## src/design/bdq_pkg.sv

```systemverilog
// Shared types, codes and widths of the bounded deque core.
package bdq_pkg;

  localparam int DEPTH_DEFAULT = 256;
  localparam int DATA_W = 32;
  localparam int ACT_W = 3;
  localparam int POS_W = 9;
  localparam int STAT_W = 2;

  // Operation codes carried by the action field.
  typedef enum logic [ACT_W-1:0] {
    ACT_PUSH_FRONT = 3'd0,
    ACT_PUSH_BACK  = 3'd1,
    ACT_READ       = 3'd2,
    ACT_WRITE      = 3'd3,
    ACT_FIND       = 3'd4,
    ACT_CLEAR      = 3'd5
  } action_t;

  // Result status codes.
  localparam logic [STAT_W-1:0] ST_OK       = 2'd0;
  localparam logic [STAT_W-1:0] ST_BADPOS   = 2'd1;
  localparam logic [STAT_W-1:0] ST_FULL     = 2'd2;
  localparam logic [STAT_W-1:0] ST_NOTFOUND = 2'd3;

  // One finished result, handed from the sequencer to the output stage.
  typedef struct packed {
    logic [STAT_W-1:0]        status;
    logic signed [DATA_W-1:0] read_value;
    logic [POS_W-1:0]         found_position;
    logic [POS_W-1:0]         item_total;
  } res_t;

endpackage

```

## src/design/bdq_ctrl.sv

```systemverilog
// Sequencer of the deque: ring pointers, memory accesses, find scan and result build.
module bdq_ctrl
  import bdq_pkg::*;
#(
  parameter int DEPTH = DEPTH_DEFAULT
) (
  input  logic                     clk,
  input  logic                     rst,
  input  logic                     in_valid,
  output logic                     in_ready,
  input  logic [ACT_W-1:0]         action,
  input  logic [POS_W-1:0]         position,
  input  logic signed [DATA_W-1:0] data_value,
  output logic                     res_valid,
  input  logic                     res_ready,
  output res_t                     res,
  output logic                     ram_we,
  output logic [$clog2(DEPTH)-1:0] ram_waddr,
  output logic [DATA_W-1:0]        ram_wdata,
  output logic                     ram_re,
  output logic [$clog2(DEPTH)-1:0] ram_raddr,
  input  logic [DATA_W-1:0]        ram_rdata
);

  localparam int IW = $clog2(DEPTH);
  localparam int CW = $clog2(DEPTH + 1);
  localparam int PW = (CW > POS_W) ? CW : POS_W;

  typedef enum logic [1:0] {S_IDLE, S_RD_WAIT, S_SCAN, S_DONE} state_t;

  state_t          state;
  logic [IW-1:0]   front;
  logic [CW-1:0]   count;
  logic [DATA_W-1:0] key;
  logic [IW-1:0]   scan_slot;
  logic [CW-1:0]   issue_off;
  logic [CW-1:0]   cmp_off;
  logic            cmp_valid;

  action_t         act;
  logic            acc;
  logic            full;
  logic [PW-1:0]   pos_ext;
  logic [PW-1:0]   pos_off;
  logic            pos_bad;
  logic [IW:0]     sum_rw;
  logic [IW-1:0]   slot_rw;
  logic [IW:0]     sum_bk;
  logic [IW-1:0]   slot_bk;
  logic [IW-1:0]   front_dec;
  logic [CW-1:0]   count_inc;
  logic            issuing;
  logic            match;

  // Narrows a count or position to the nine-bit result fields.
  function automatic logic [POS_W-1:0] to_total(input logic [CW-1:0] x);
    logic [PW-1:0] v;
    v = PW'(x);
    return v[POS_W-1:0];
  endfunction

  assign act      = action_t'(action);
  assign in_ready = (state == S_IDLE);
  assign acc      = in_valid && in_ready;
  assign full     = (count == CW'(DEPTH));
  assign count_inc = count + CW'(1);

  // Position check and ring slot of a 1-based position.
  assign pos_ext = PW'(position);
  assign pos_off = pos_ext - PW'(1);
  assign pos_bad = (pos_ext == '0) || (pos_ext > PW'(count));
  assign sum_rw  = {1'b0, front} + {1'b0, pos_off[IW-1:0]};
  assign slot_rw = (sum_rw >= (IW+1)'(DEPTH)) ? IW'(sum_rw - (IW+1)'(DEPTH)) : sum_rw[IW-1:0];

  // Slot just past the back, and slot just before the front.
  assign sum_bk    = {1'b0, front} + {1'b0, count[IW-1:0]};
  assign slot_bk   = (sum_bk >= (IW+1)'(DEPTH)) ? IW'(sum_bk - (IW+1)'(DEPTH)) : sum_bk[IW-1:0];
  assign front_dec = (front == '0) ? IW'(DEPTH - 1) : front - IW'(1);

  // Find scan: one read issued per cycle, each compared with the key when its registered read data returns.
  assign issuing = (state == S_SCAN) && (issue_off != count);
  assign match   = cmp_valid && (ram_rdata == key);

  // Memory port control.
  always_comb begin
    ram_we    = 1'b0;
    ram_waddr = slot_rw;
    if (acc) begin
      unique case (act)
        ACT_PUSH_FRONT: begin
          ram_we    = !full;
          ram_waddr = front_dec;
        end
        ACT_PUSH_BACK: begin
          ram_we    = !full;
          ram_waddr = slot_bk;
        end
        ACT_WRITE: ram_we = !pos_bad;
        default: ram_we = 1'b0;
      endcase
    end
  end

  assign ram_wdata = data_value;
  assign ram_re    = (acc && (act == ACT_READ) && !pos_bad) || issuing;
  assign ram_raddr = (state == S_SCAN) ? scan_slot : slot_rw;
  assign res_valid = (state == S_DONE);

  // State, ring pointers and result register.
  always_ff @(posedge clk) begin
    if (rst) begin
      state     <= S_IDLE;
      front     <= '0;
      count     <= '0;
      cmp_valid <= 1'b0;
    end else begin
      unique case (state)
        S_IDLE: begin
          if (acc) begin
            res.status         <= ST_OK;
            res.read_value     <= '0;
            res.found_position <= '0;
            res.item_total     <= to_total(count);
            state              <= S_DONE;
            unique case (act)
              ACT_PUSH_FRONT: begin
                if (full) begin
                  res.status <= ST_FULL;
                end else begin
                  front          <= front_dec;
                  count          <= count_inc;
                  res.item_total <= to_total(count_inc);
                end
              end
              ACT_PUSH_BACK: begin
                if (full) begin
                  res.status <= ST_FULL;
                end else begin
                  count          <= count_inc;
                  res.item_total <= to_total(count_inc);
                end
              end
              ACT_READ: begin
                if (pos_bad) begin
                  res.status <= ST_BADPOS;
                end else begin
                  state <= S_RD_WAIT;
                end
              end
              ACT_WRITE: begin
                if (pos_bad) begin
                  res.status <= ST_BADPOS;
                end
              end
              ACT_FIND: begin
                res.status <= ST_NOTFOUND;
                if (count != '0) begin
                  key       <= data_value;
                  scan_slot <= front;
                  issue_off <= '0;
                  cmp_valid <= 1'b0;
                  state     <= S_SCAN;
                end
              end
              ACT_CLEAR: begin
                front          <= '0;
                count          <= '0;
                res.item_total <= '0;
              end
              default: res.status <= ST_OK;
            endcase
          end
        end
        S_RD_WAIT: begin
          res.read_value <= ram_rdata;
          state          <= S_DONE;
        end
        S_SCAN: begin
          cmp_valid <= issuing;
          if (issuing) begin
            scan_slot <= (scan_slot == IW'(DEPTH - 1)) ? '0 : scan_slot + IW'(1);
            issue_off <= issue_off + CW'(1);
            cmp_off   <= issue_off;
          end
          if (match) begin
            res.status         <= ST_OK;
            res.found_position <= to_total(cmp_off + CW'(1));
            cmp_valid          <= 1'b0;
            state              <= S_DONE;
          end else if (!issuing && !cmp_valid) begin
            state <= S_DONE;
          end
        end
        S_DONE: begin
          if (res_ready) begin
            state <= S_IDLE;
          end
        end
        default: state <= S_IDLE;
      endcase
    end
  end

  // The count never passes the ring size.
  a_count_bound: assert property (@(posedge clk) disable iff (rst)
    count <= CW'(DEPTH))
    else $error("stored count exceeds depth");

  // The front index stays inside the ring.
  a_front_bound: assert property (@(posedge clk) disable iff (rst)
    front <= IW'(DEPTH - 1))
    else $error("front index outside the ring");

  // No store is written while a find is scanning.
  a_no_write_in_scan: assert property (@(posedge clk) disable iff (rst)
    (state == S_SCAN) |-> !ram_we)
    else $error("memory write during find scan");

  // A successful push at the back grows the count by exactly one.
  a_push_grows: assert property (@(posedge clk) disable iff (rst)
    (acc && (act == ACT_PUSH_BACK) && !full) |=> (count == $past(count) + CW'(1)))
    else $error("push did not grow the count by one");

endmodule

```

## config.mk

```make
export PLATFORM = sky130hd
export DESIGN_NAME = bdq_ctrl
export DESIGN_NICKNAME = d
export VERILOG_FILES = /design/src/design/bdq_pkg.sv /design/src/design/bdq_ctrl.sv
export SDC_FILE = /design/constraint.sdc
export NUM_CORES = 1
export LEC_CHECK = 0
export BUFFER_PORTS_ARGS = -buffer_cell sky130_fd_sc_hd__buf_2
export CELL_PAD_IN_SITES_DETAIL_PLACEMENT = 1
export CELL_PAD_IN_SITES_GLOBAL_PLACEMENT = 1
export CORE_MARGIN = 5
export CORE_UTILIZATION = 40
export DETAILED_ROUTE_END_ITERATION = 16
export PLACE_DENSITY = 0.86
export SLEW_MARGIN = 10
export SYNTH_ARGS = -nofsm -noshare
export SYNTH_HDL_FRONTEND = slang
export SYNTH_SLANG_ARGS = --single-unit
export TNS_END_PERCENT = 100
```

## constraint.sdc

```tcl
create_clock -name clk -period 4.7 [get_ports clk]
set_clock_uncertainty 0.2 [all_clocks]
set_input_delay 0.94 -clock clk [delete_from_list [all_inputs] [get_ports clk]]
set_output_delay 0.94 -clock clk [all_outputs]
set_load 0.01 [all_outputs]
```

# Yosys cells after proc, flatten, opt, wreduce, memory -nomap -nowiden
# Index checks and enable logic that the tools add are counted.
# word_totals
regBits,130
mem_count,0
inputBits,80
word_cells,123
ram_bits,0
mem_bits_ro,0
out_inout_bits,104
latch_bits,0
# classes
n_bitwise,1
n_mul,0
order_cmp,3
n_addsub,10
n_eq_ne,20
div,0
n_mux,45
shift,0
n_reduce_logical,32
# op_table
operator,n
$mux 8,11
$pmux 32 s2,1
$mux 9,6
$pmux 9 s2,3
$mux 52,1
$pmux 8 s2,3
$eq 32x32->1,1
$sub 8x1->8 const B,4
$add 9x1->9 const B,3
$add 8x8->9,2
$ge 9x9->1 const B,2
$mux 2,7
$reduce_and 3->1,4
$reduce_and 4->1,3
$eq 9x9->1 const B,1
$gt 9x9->1,1
$logic_not 9->1,1
$ne 9x9->1,1
$reduce_bool 9->1,1
$add 8x1->8 const B,1
$eq 8x8->1 const B,1
$logic_not 8->1,1
$ne 2x1->1 const B,4
$pmux 2 s2,2
other kinds (22),46

# Depth between registers and ports, before layout
# Gate-level depths: netlist (run 1).
# depth
word_depth,7
ltp_mapped,11
depth_no_buf,11

# Least setup slack after synthesis (run 1)
# Ideal clock, no wire load.
# synth_timing
path_kind,input port to flip-flop
from,input action[2]
to,"register key[0], enable pin"
setup_ns,0.461
required_ns,4.039
path_buffers,1
slack_ns,0.315
arrival_ns,3.724
stages,4
path_cell_list,buf_2 nor3b_1 nand2_1 nor3_1
# synth_between
elab_chain_len,2
# synth_lines
item,line,text
from (decl),bdq_ctrl.sv:11,"input logic [ACT_W-1:0] action,"
$eq 3x3->1,bdq_ctrl.sv:125,unique case (act)
$reduce_and 5->1 (no source line),--,
to (signal assigned),bdq_ctrl.sv:158,key <= data_value;
to (decl),bdq_ctrl.sv:34,logic [DATA_W-1:0] key;
# No other way between the ends.
# A chain may end at the register's enable or synchronous reset.

# Worst setup path after layout (run 1)
# layout_timing
from,input position[0]
to,output ram_waddr[7]
# layout_between
elab_chain_len,6
word_cells_on_any_way,7
classes_between,add/sub (3); order compare (1); mux (3)
# layout_lines
item,line,text
from (decl),bdq_ctrl.sv:12,"input logic [POS_W-1:0] position,"
$sub 8x1->8 *,bdq_ctrl.sv:70,assign pos_off = pos_ext - PW'(1);
$add 8x8->9 *,bdq_ctrl.sv:72,"assign sum_rw = {1'b0, front} + {1'b0, pos_off[IW-1:0]};"
$sub 8x1->8 / $ge 9x9->1 (equally long branches),bdq_ctrl.sv:73,assign slot_rw = (sum_rw >= (IW+1)'(DEPTH)) ? IW'(sum_rw - (IW+1)'(DEPTH)) : sum_rw[IW-1:0];
$mux 8 *,bdq_ctrl.sv:73,
$pmux 8 s2,bdq_ctrl.sv:89,unique case (act)
$mux 8 *,bdq_ctrl.sv:88,if (acc) begin
to (decl),bdq_ctrl.sv:18,"output logic [$clog2(DEPTH)-1:0] ram_waddr,"
# Mark *: on every way between the ends. The rest lies on a longest branch, timed or not.

==> impl_metrics.yaml, run 1 <==
floorplan:
  die_x_um: 147
  initial_core_util_pct: 40.3
  die-area_sq_um: 21500
  pin_count: 184
  coreArea_sq_um: 18600
  fp.dieH_um: 147
  rows: 50
layout:
  area_growth_pct: 19.9
  postLayoutCoreUtil_pct: 48.3
  stdcell_count: 1093
  finalInstanceArea_sq_um: 8970
  drive_gt1_share_pct: 28.3
  num-nets-final: 963
global_route:
  grt_pass1_wl_um: 33200
  grt_pass1_vias: 6107
  grt_usage_pct: 19.5
  gr-total-overflow: 0
  grt_max_degree: 56
  antenna_found_initial: 1
worst_setup_path:
  critPathMaxFanout: 4
  startpoint: "position[0]"
  required_ns: 3.56
  endpoint: "ram_waddr[7]"
  crit_type: "in2out"
  r2r_start: "count[1]"
  r2r_cells: 8
  reg2reg_to: "res[50]"
  crit_path_start_kind: "input pin"
  arrival_ns: 3.33
  rrSetupSlack_ns: 2.05
  endpoint_kind: "primary output"
pwr:
  p_leak_nw: 3.63
  switching_share_pct: 32.8
  p_per_area_nw_per_um2: 442
  intPower_mw: 2.66
  p_comb_share_pct: 27.4
  clockPowerShare_pct: 32.9
  p_sw_mw: 1.30
  max-vdd-ir-drop_mv: 0.223
  seqPwrFrac_pct: 39.7
yosys:
  synth_top_family_by_area: "simple AND/OR/NAND/NOR gates"
  synth_area_sq_um: 7480
  yosys.area_share.simple_pct: 17.0
  synth_top_area_share_pct: 44.1
  synth-compound-area-share_pct: 9.48
  syn_nets: 812
  async_flop_share_pct: 0
  synth-xor-area-share_pct: 9.36
  synth_edf_count: 110
  ys_seq_elements: 130
  ys_warn_count: 0
  ys_seq_area_share_pct: 49.5
  synth_commonest_cells: "edfxtp_1 (110), xnor2_1 (50), and2_1 (48)"
  synth_ff_type: "edfxtp_1"
  synth-adder-area-share_pct: 6.56
  yosysTopAreaCell: "edfxtp_1"
  synth_mux_area_share_pct: 1.52
  postSynthCellCount: 694
  ys_types: 66
  syn-mean-instance-area_sq_um: 10.8
  synth_top_cells_by_area: "edfxtp_1 (44%), ha_1 (6.0%), xnor2_1 (5.9%), dfxtp_1 (5.4%), and2_1 (4.0%)"
  synth_most_common_cell: "edfxtp_1"
placed_design:
  place_congestion: 0.866
  dpl.cell_count: 1060
  io_buffers: 183
  dpl.hpwl_um: 16100
  dpl_cell_area_sq_um: 8390
hold_path:
  hold_class: "reg2reg"
sta:
  final-setup-viol-count: 0
  tns_ns: 0
  hold_viol_final: 0
  min_period_ns: 4.47
  min_period_over_period_pct: 95.0
  report.final.slew_viol_count: 0
  max_freq_ghz: 0.224
  rsz0062_at_grt: "no"
  hold_ws_ns: 0.277
  slew_headroom_pct: 28.4
  worstMarginPinSlew_ns: 1.07
routing:
  dr.pass1.iters: 5
  first_iter_violations: 396
  postRouteWirelength_um: 21200
  avgRoutedWirePerCell_um: 19.4
  vias: 5821
  final_antenna_net_count: 0
  drc: 0
  vias_per_cell: 5.33
clock_network:
  clkSinkCount: 130
  path_clk_slew_ns: 0.06
  cts_buffers: 17
  insertion_delay_ns: 0.41
  cts_buffer_depth: 2
  htree_levels: 4
  cts_root_buf: "clkbuf_16"
  cts_tree: "yes"
flow_run:
  cap_violations: 0
run_status:
  status: "complete, no violations"
routing by layer:
layer	global-route usage (%)	part of all wire (%)	up-vias
met1	23.5	41	2854
met2	33.9	51	161
met4	8.75	3.4	0
met3	3.67	4.0	48
met5	0	0	-
li1	-	-	2758
sequential cells by signal, summed over array words and instances (netlist names):
| register | flops |
|---|---|
| cmp_off | 9 |
| scan_slot | 8 |
| res | 52 |
| count | 9 |
| issue_off | 9 |
| front | 8 |
| cmp_valid | 1 |
| key | 32 |
| state | 2 |
worst max-delay path: stages:
cell and delay, ns:
buf_2 0.13, inv_1 0.11, ha_1 0.23, nand2_1 0.09, xnor2_1 0.16, ha_1 0.25, inv_1 0.10, nor2_1 0.07
a2111oi_0 0.44, nor3_1 0.13, xnor2_1 0.36, mux2i_1 0.14, buf_2 0.17
power by group through the flow:
stage / clock [mW] / sequential [mW] / combinational (mW)
finish: 1.30 / 1.58 / 1.09
global route: 1.38 / 1.59 / 1.19
CTS: 1.32 / 1.58 / 1.10
detailed placement: 0 / 1.60 / 1.09
global placement: 0 / 1.59 / 1.05
floorplan: 0 / 1.61 / 0.673
what timing repair did:
item / 4_1_cts / 5_1_grt
setup endpoints to repair: 0 / 1
hold buffers: 0 / 0
setup buffers: 0 / 0
resized for setup: 0 / 0
cells by family after synthesis:
group                    after synthesis
AND/OR/NAND/NOR                      235
flip-flops                           130
AO/OA/AOI/OAI                        113
buffers and inverters                 87
XOR/XNOR                              80
adder cells (fa/ha/maj)               38
multiplexers                          11
how the worst min path moves through the flow:
| stage | to | cells past startpoint | from | slack, ns |
|---|---|---|---|---|
| finish | cmp_valid | 2 | cmp_valid | 0.28 |
| global route | cmp_valid | 2 | cmp_valid | 0.32 |
| CTS | cmp_valid | 2 | cmp_valid | 0.28 |
| detailed placement | cmp_valid | 2 | cmp_valid | 0.27 |
| global placement | cmp_valid | 2 | cmp_valid | 0.26 |
| floorplan | cmp_valid | 2 | cmp_valid | 0.24 |
metrics by stage:
step / power [mW] / setup slack (ns)
after floorplan: 2.28 / 0.315
after global placement: 2.64 / 0.298
after detailed placement: 2.69 / 0.213
after CTS: 4.00 / 0.171
after global routing: 4.17 / 0.0113
final: 3.97 / 0.234
cells in the final DEF, fill, tap and decap left out, types with 3 or more instances in the layout:
cell / synthesis / routed
and2_1: 48 / 48
edfxtp_1: 110 / 110
nand2_1: 41 / 41
inv_1: 28 / 28
buf_2: 4 / 183
nor3_1: 18 / 17
nor2_1: 46 / 46
xnor2_1: 50 / 50
ha_1: 36 / 36
a21o_1: 4 / 4
xor2_1: 30 / 30
clkbuf_16: 0 / 17
nand2b_1: 3 / 3
o21bai_1: 3 / 3
a22oi_1: 7 / 7
a211oi_1: 7 / 6
clkinvlp_4: 0 / 3
or3_1: 4 / 4
nor4_1: 5 / 5
a21oi_1: 40 / 39
dfxtp_1: 20 / 20
and3_1: 4 / 4
o22ai_1: 4 / 4
mux2_2: 3 / 3
nor2b_1: 5 / 5
nand4_1: 13 / 13
clkinv_4: 0 / 3
buf_4: 34 / 8
mux2i_1: 8 / 8
inv_6: 0 / 3
o21ai_0: 24 / 24
nand3_1: 25 / 25
layout make-up:
class                      count  area (sq um)
fill                        2095          9610
clock inverter                15           159
tap                          234           293
clock buffer                  17           425
antenna                        1          2.50
timing repair buffer         191           976
sequential                   130          3700
inverter                      28           105
multi-input combinational    477          3310
Power figures use the tool's default switching activity.
==> inputs of run 2 (changes only) <==
CORE_MARGIN = 2   (was 5)
==> impl_metrics.yaml, run 2 (synthesis results as in run 1) <==
routing:
  vias: 5865
  vias_per_cell: 5.37
  dr.pass1.iters: 5
  drc: 0
  postRouteWirelength_um: 21300
  first_iter_violations: 425
  final_antenna_net_count: 0
  avgRoutedWirePerCell_um: 19.5
sta:
  final-setup-viol-count: 0
  hold_ws_ns: 0.279
  tns_ns: 0
  worstMarginPinSlew_ns: 1.09
  min_period_over_period_pct: 93.3
  slew_headroom_pct: 26.9
  report.final.slew_viol_count: 0
  rsz0062_at_grt: "no"
  hold_viol_final: 0
  min_period_ns: 4.38
  max_freq_ghz: 0.228
clock_network:
  postCtsSetupBuffers: 0
  path_clk_slew_ns: 0.06
  cts_root_buf: "clkbuf_16"
  cts_buffer_depth: 2
  clkSinkCount: 130
  htree_levels: 4
  cts_buffers: 17
  insertion_delay_ns: 0.41
  cts_tree: "yes"
layout:
  reg_top3: "res: 52 flops, key: 32 flops"
  postLayoutCoreUtil_pct: 48.6
  drive_gt1_share_pct: 28.4
  area_growth_pct: 20.2
  final_cell_mix: "buf_2 (183), edfxtp_1 (110), xnor2_1 (49)"
  mostFrequentLayoutCell: "buf_2"
  num-nets-final: 963
  largest_register: "res"
  finalInstanceArea_sq_um: 8990
  largest_reg_flops: 52
hold_path:
  min_from: "cmp_valid"
  whs_path_depth: 2
  hold_end: "cmp_valid"
  hold_class: "reg2reg"
run_status:
  status: "complete, no violations"
worst_setup_path:
  crit_path_start_kind: "input pin"
  crit_type: "in2out"
  rrSetupSlack_ns: 2.00
  arrival_ns: 3.24
  required_ns: 3.56
  endpoint_kind: "primary output"
  critPathMaxFanout: 4
  r2r_cells: 5
  r2r_start: "state[0]"
  reg2reg_to: "cmp_off[7]"
global_route:
  grt_usage_pct: 21.4
  grt_pass1_vias: 6004
  grt_max_degree: 34
  antenna_found_initial: 1
  grt_pass1_wl_um: 32600
  gr-total-overflow: 0
floorplan:
  pin_count: 184
  die-area_sq_um: 19800
  coreArea_sq_um: 18500
  rows: 50
  initial_core_util_pct: 40.4
  die_x_um: 141
  fp.dieH_um: 141
placed_design:
  dpl_cell_area_sq_um: 8390
  place_congestion: 0.855
  dpl.hpwl_um: 16300
  io_buffers: 183
pwr:
  p_per_area_nw_per_um2: 445
  p_leak_nw: 3.65
  max-vdd-ir-drop_mv: 0.313
  power.total_mw: 4.00
flow_run:
  cap_violations: 0
[run 2: cell types whose count changed in the layout (fill, tap and decap cells not counted), sizes merged]
cell      before  now
clkinv         6    5
clkinvlp       3    0
inv           32   36
[run 2: worst max-delay path, cell delays in order]
cell and delay (ns):
buf_2 0.13, inv_1 0.08, ha_1 0.24, xor2_1 0.15, ha_1 0.34, inv_1 0.07
o21ai_0 0.27, a2111oi_1 0.14, nor3_1 0.35, xnor2_2 0.20, mux2i_1 0.13, buf_2 0.18
[run 2: power by group]
part / leakage, nW / switching [mW] / total (mW) / internal [mW]
registers: 1.18 / 0.116 / 1.58 / 1.46
clock network: 0.293 / 0.532 / 1.33 / 0.797
logic: 2.18 / 0.674 / 1.09 / 0.420
total: 3.65 / 1.32 / 4.00 / 2.68
[run 2: how the worst max path moves through the flow]
stage,from,to,slack [ns],depth (start not counted)
CTS,position[0],ram_waddr[7],0.18,12
global placement,position[0],ram_raddr[7],0.31,13
floorplan,action[2],key[0],0.31,4
finish,position[0],ram_waddr[7],0.32,12
detailed placement,position[0],ram_waddr[7],0.23,12
global route,position[0],ram_waddr[7],0.11,12
[run 2: per-stage QoR]
stage,std cells,setup slack (ns)
after floorplan,694,0.315
after global placement,1060,0.309
after detailed placement,1060,0.231
after CTS,1092,0.179
after global routing,1093,0.108
final,1093,0.317
[run 2: what timing repair did]
item | CTS | global route
gates resized for setup | 0 | 2
hold buffers | 0 | 0
setup endpoints to repair | 0 | 2
[run 2: routing by layer]
layer,vias up,GRT usage [%],share of wire (%)
li1,2758,-,-
met1,2901,25.0,40
met2,174,39.1,53
met3,32,3.33,4.2
met4,0,9.05,2.2
met5,-,0,0
[run 2: final cells by class]
cell class | count | area (sq um)
antenna | 1 | 2.50
tap | 234 | 293
clock buffer | 17 | 425
timing repair buffer | 191 | 976
sequential | 130 | 3700
multi-input combinational | 477 | 3320
fill | 2078 | 9520
inverter | 28 | 105
clock inverter | 15 | 169
==> inputs of run 3 (changes only) <==
PLACE_DENSITY = unset   (was 0.86)
PLACE_DENSITY_LB_ADDON = 0.1   (was unset)
==> impl_metrics.yaml, run 3 (synthesis results as in run 1) <==
placed_design:
  dp_slack_ns: 0.223
  dpl.hpwl_um: 15400
  io_buffers: 183
  dpl.cell_count: 1060
  place_congestion: 0.897
sta:
  min_period_ns: 4.45
  max_freq_ghz: 0.225
  worstMarginPinSlew_ns: 1.06
  fin_ws_ns: 0.246
  min_period_over_period_pct: 94.8
  final-setup-viol-count: 0
  rsz0062_at_grt: "no"
  hold_ws_ns: 0.359
  tns_ns: 0
  hold_viol_final: 0
  report.final.slew_viol_count: 0
  slew_headroom_pct: 29.3
worst_setup_path:
  slowest_delay_ns: 0.44
  slowest_stage: "a2111oi_0"
  path_cells: "buf_2 -> inv_1 -> ha_1 -> inv_1 -> ha_1 -> a21oi_1 -> o21ai_0 -> a2111oi_0 -> nor3_1 -> xnor2_1 -> mux2i_1 -> buf_2"
  crit_type: "in2out"
  endpoint_kind: "primary output"
  crit_path_start_kind: "input pin"
  rrSetupSlack_ns: 1.90
  critPathMaxFanout: 4
  crit_buf_inv: 4
  arrival_ns: 3.31
  crit_family: "compound AO/OA/AOI/OAI gates"
  required_ns: 3.56
global_route:
  grt_max_degree: 33
  grt_pass1_wl_um: 32200
  gr-total-overflow: 0
  antenna_found_initial: 1
  grt_pass1_vias: 6025
  grt_usage_pct: 21.0
layout:
  final_cell_mix: "buf_2 (183), edfxtp_1 (110), xnor2_1 (50)"
  drive_gt1_share_pct: 28.4
  num-nets-final: 963
  stdcell_count: 1093
  reg_top3: "res: 52 flops, key: 32 flops"
  fill_cells: 2112
  largest_reg_flops: 52
  mostFrequentLayoutCell: "buf_2"
  largest_register: "res"
  area_growth_pct: 20.3
clock_network:
  insertion_delay_ns: 0.42
  cts_buffers: 17
  cts_tree: "yes"
  clkSinkCount: 130
  cts_root_buf: "clkbuf_16"
  postCtsSetupBuffers: 0
  ctsHoldBuffers: 0
  cts_buffer_depth: 2
  path_clk_slew_ns: 0.06
  cts_resized: 0
  htree_levels: 4
pwr:
  p_leak_nw: 3.64
  max-vdd-ir-drop_mv: 0.263
  p_per_area_nw_per_um2: 448
routing:
  vias: 5763
  first_iter_violations: 329
  final_antenna_net_count: 0
  avgRoutedWirePerCell_um: 18.6
  vias_per_cell: 5.27
  dr.pass1.iters: 4
  drc: 0
  postRouteWirelength_um: 20300
floorplan:
  coreArea_sq_um: 18500
  fp.dieH_um: 141
  die_x_um: 141
  rows: 50
  pin_count: 184
  die-area_sq_um: 19800
  initial_core_util_pct: 40.4
run_status:
  status: "complete, no violations"
hold_path:
  hold_class: "reg2reg"
flow_run:
  cap_violations: 0
[run 3: worst paths after layout]
path,from,end,cells after the start
setup reg to reg,count[3],res[50],8
setup / recovery,position[0],ram_waddr[7],12
hold reg to reg,cmp_valid,cmp_valid,2
hold / removal,cmp_valid,cmp_valid,2
[run 3: area by class of cell]
type                       count  area (sq um)  share of cell area [%]
clock inverter                14           178                    1.97
tap                          234           293                    3.25
inverter                      28           105                    1.17
sequential                   130          3700                    41.2
antenna                        1          2.50                  0.0278
multi-input combinational    477          3310                    36.8
timing repair buffer         191           976                    10.8
clock buffer                  18           429                    4.77
[run 3: tightest hold or removal path, stage by stage, from the launching register on]
cell and delay (ns):
dfxtp_1 0.34, nand2_1 0.08, a21oi_1 0.08
[run 3: report_power, final]
group          internal (mW)  switching [mW]
logic                  0.420           0.670
clock network          0.842           0.526
registers               1.46           0.105
[run 3: stage by stage]
step	power (mW)	utilization, %	instance area [sq um]
after floorplan	2.28	-	7480
after global placement	2.65	45.3	8390
after detailed placement	2.69	45.3	8390
after CTS	4.07	48.6	8990
after global routing	4.25	48.6	9000
final	4.03	48.6	9000
[run 3: metal layers]
metal | GRT usage [%] | part of all wire (%) | up-vias
met5 | 0 | 0 | -
met4 | 5.47 | 1.1 | 0
met3 | 4.86 | 4.6 | 18
met2 | 37.0 | 52 | 152
met1 | 25.9 | 43 | 2832
li1 | - | - | 2761
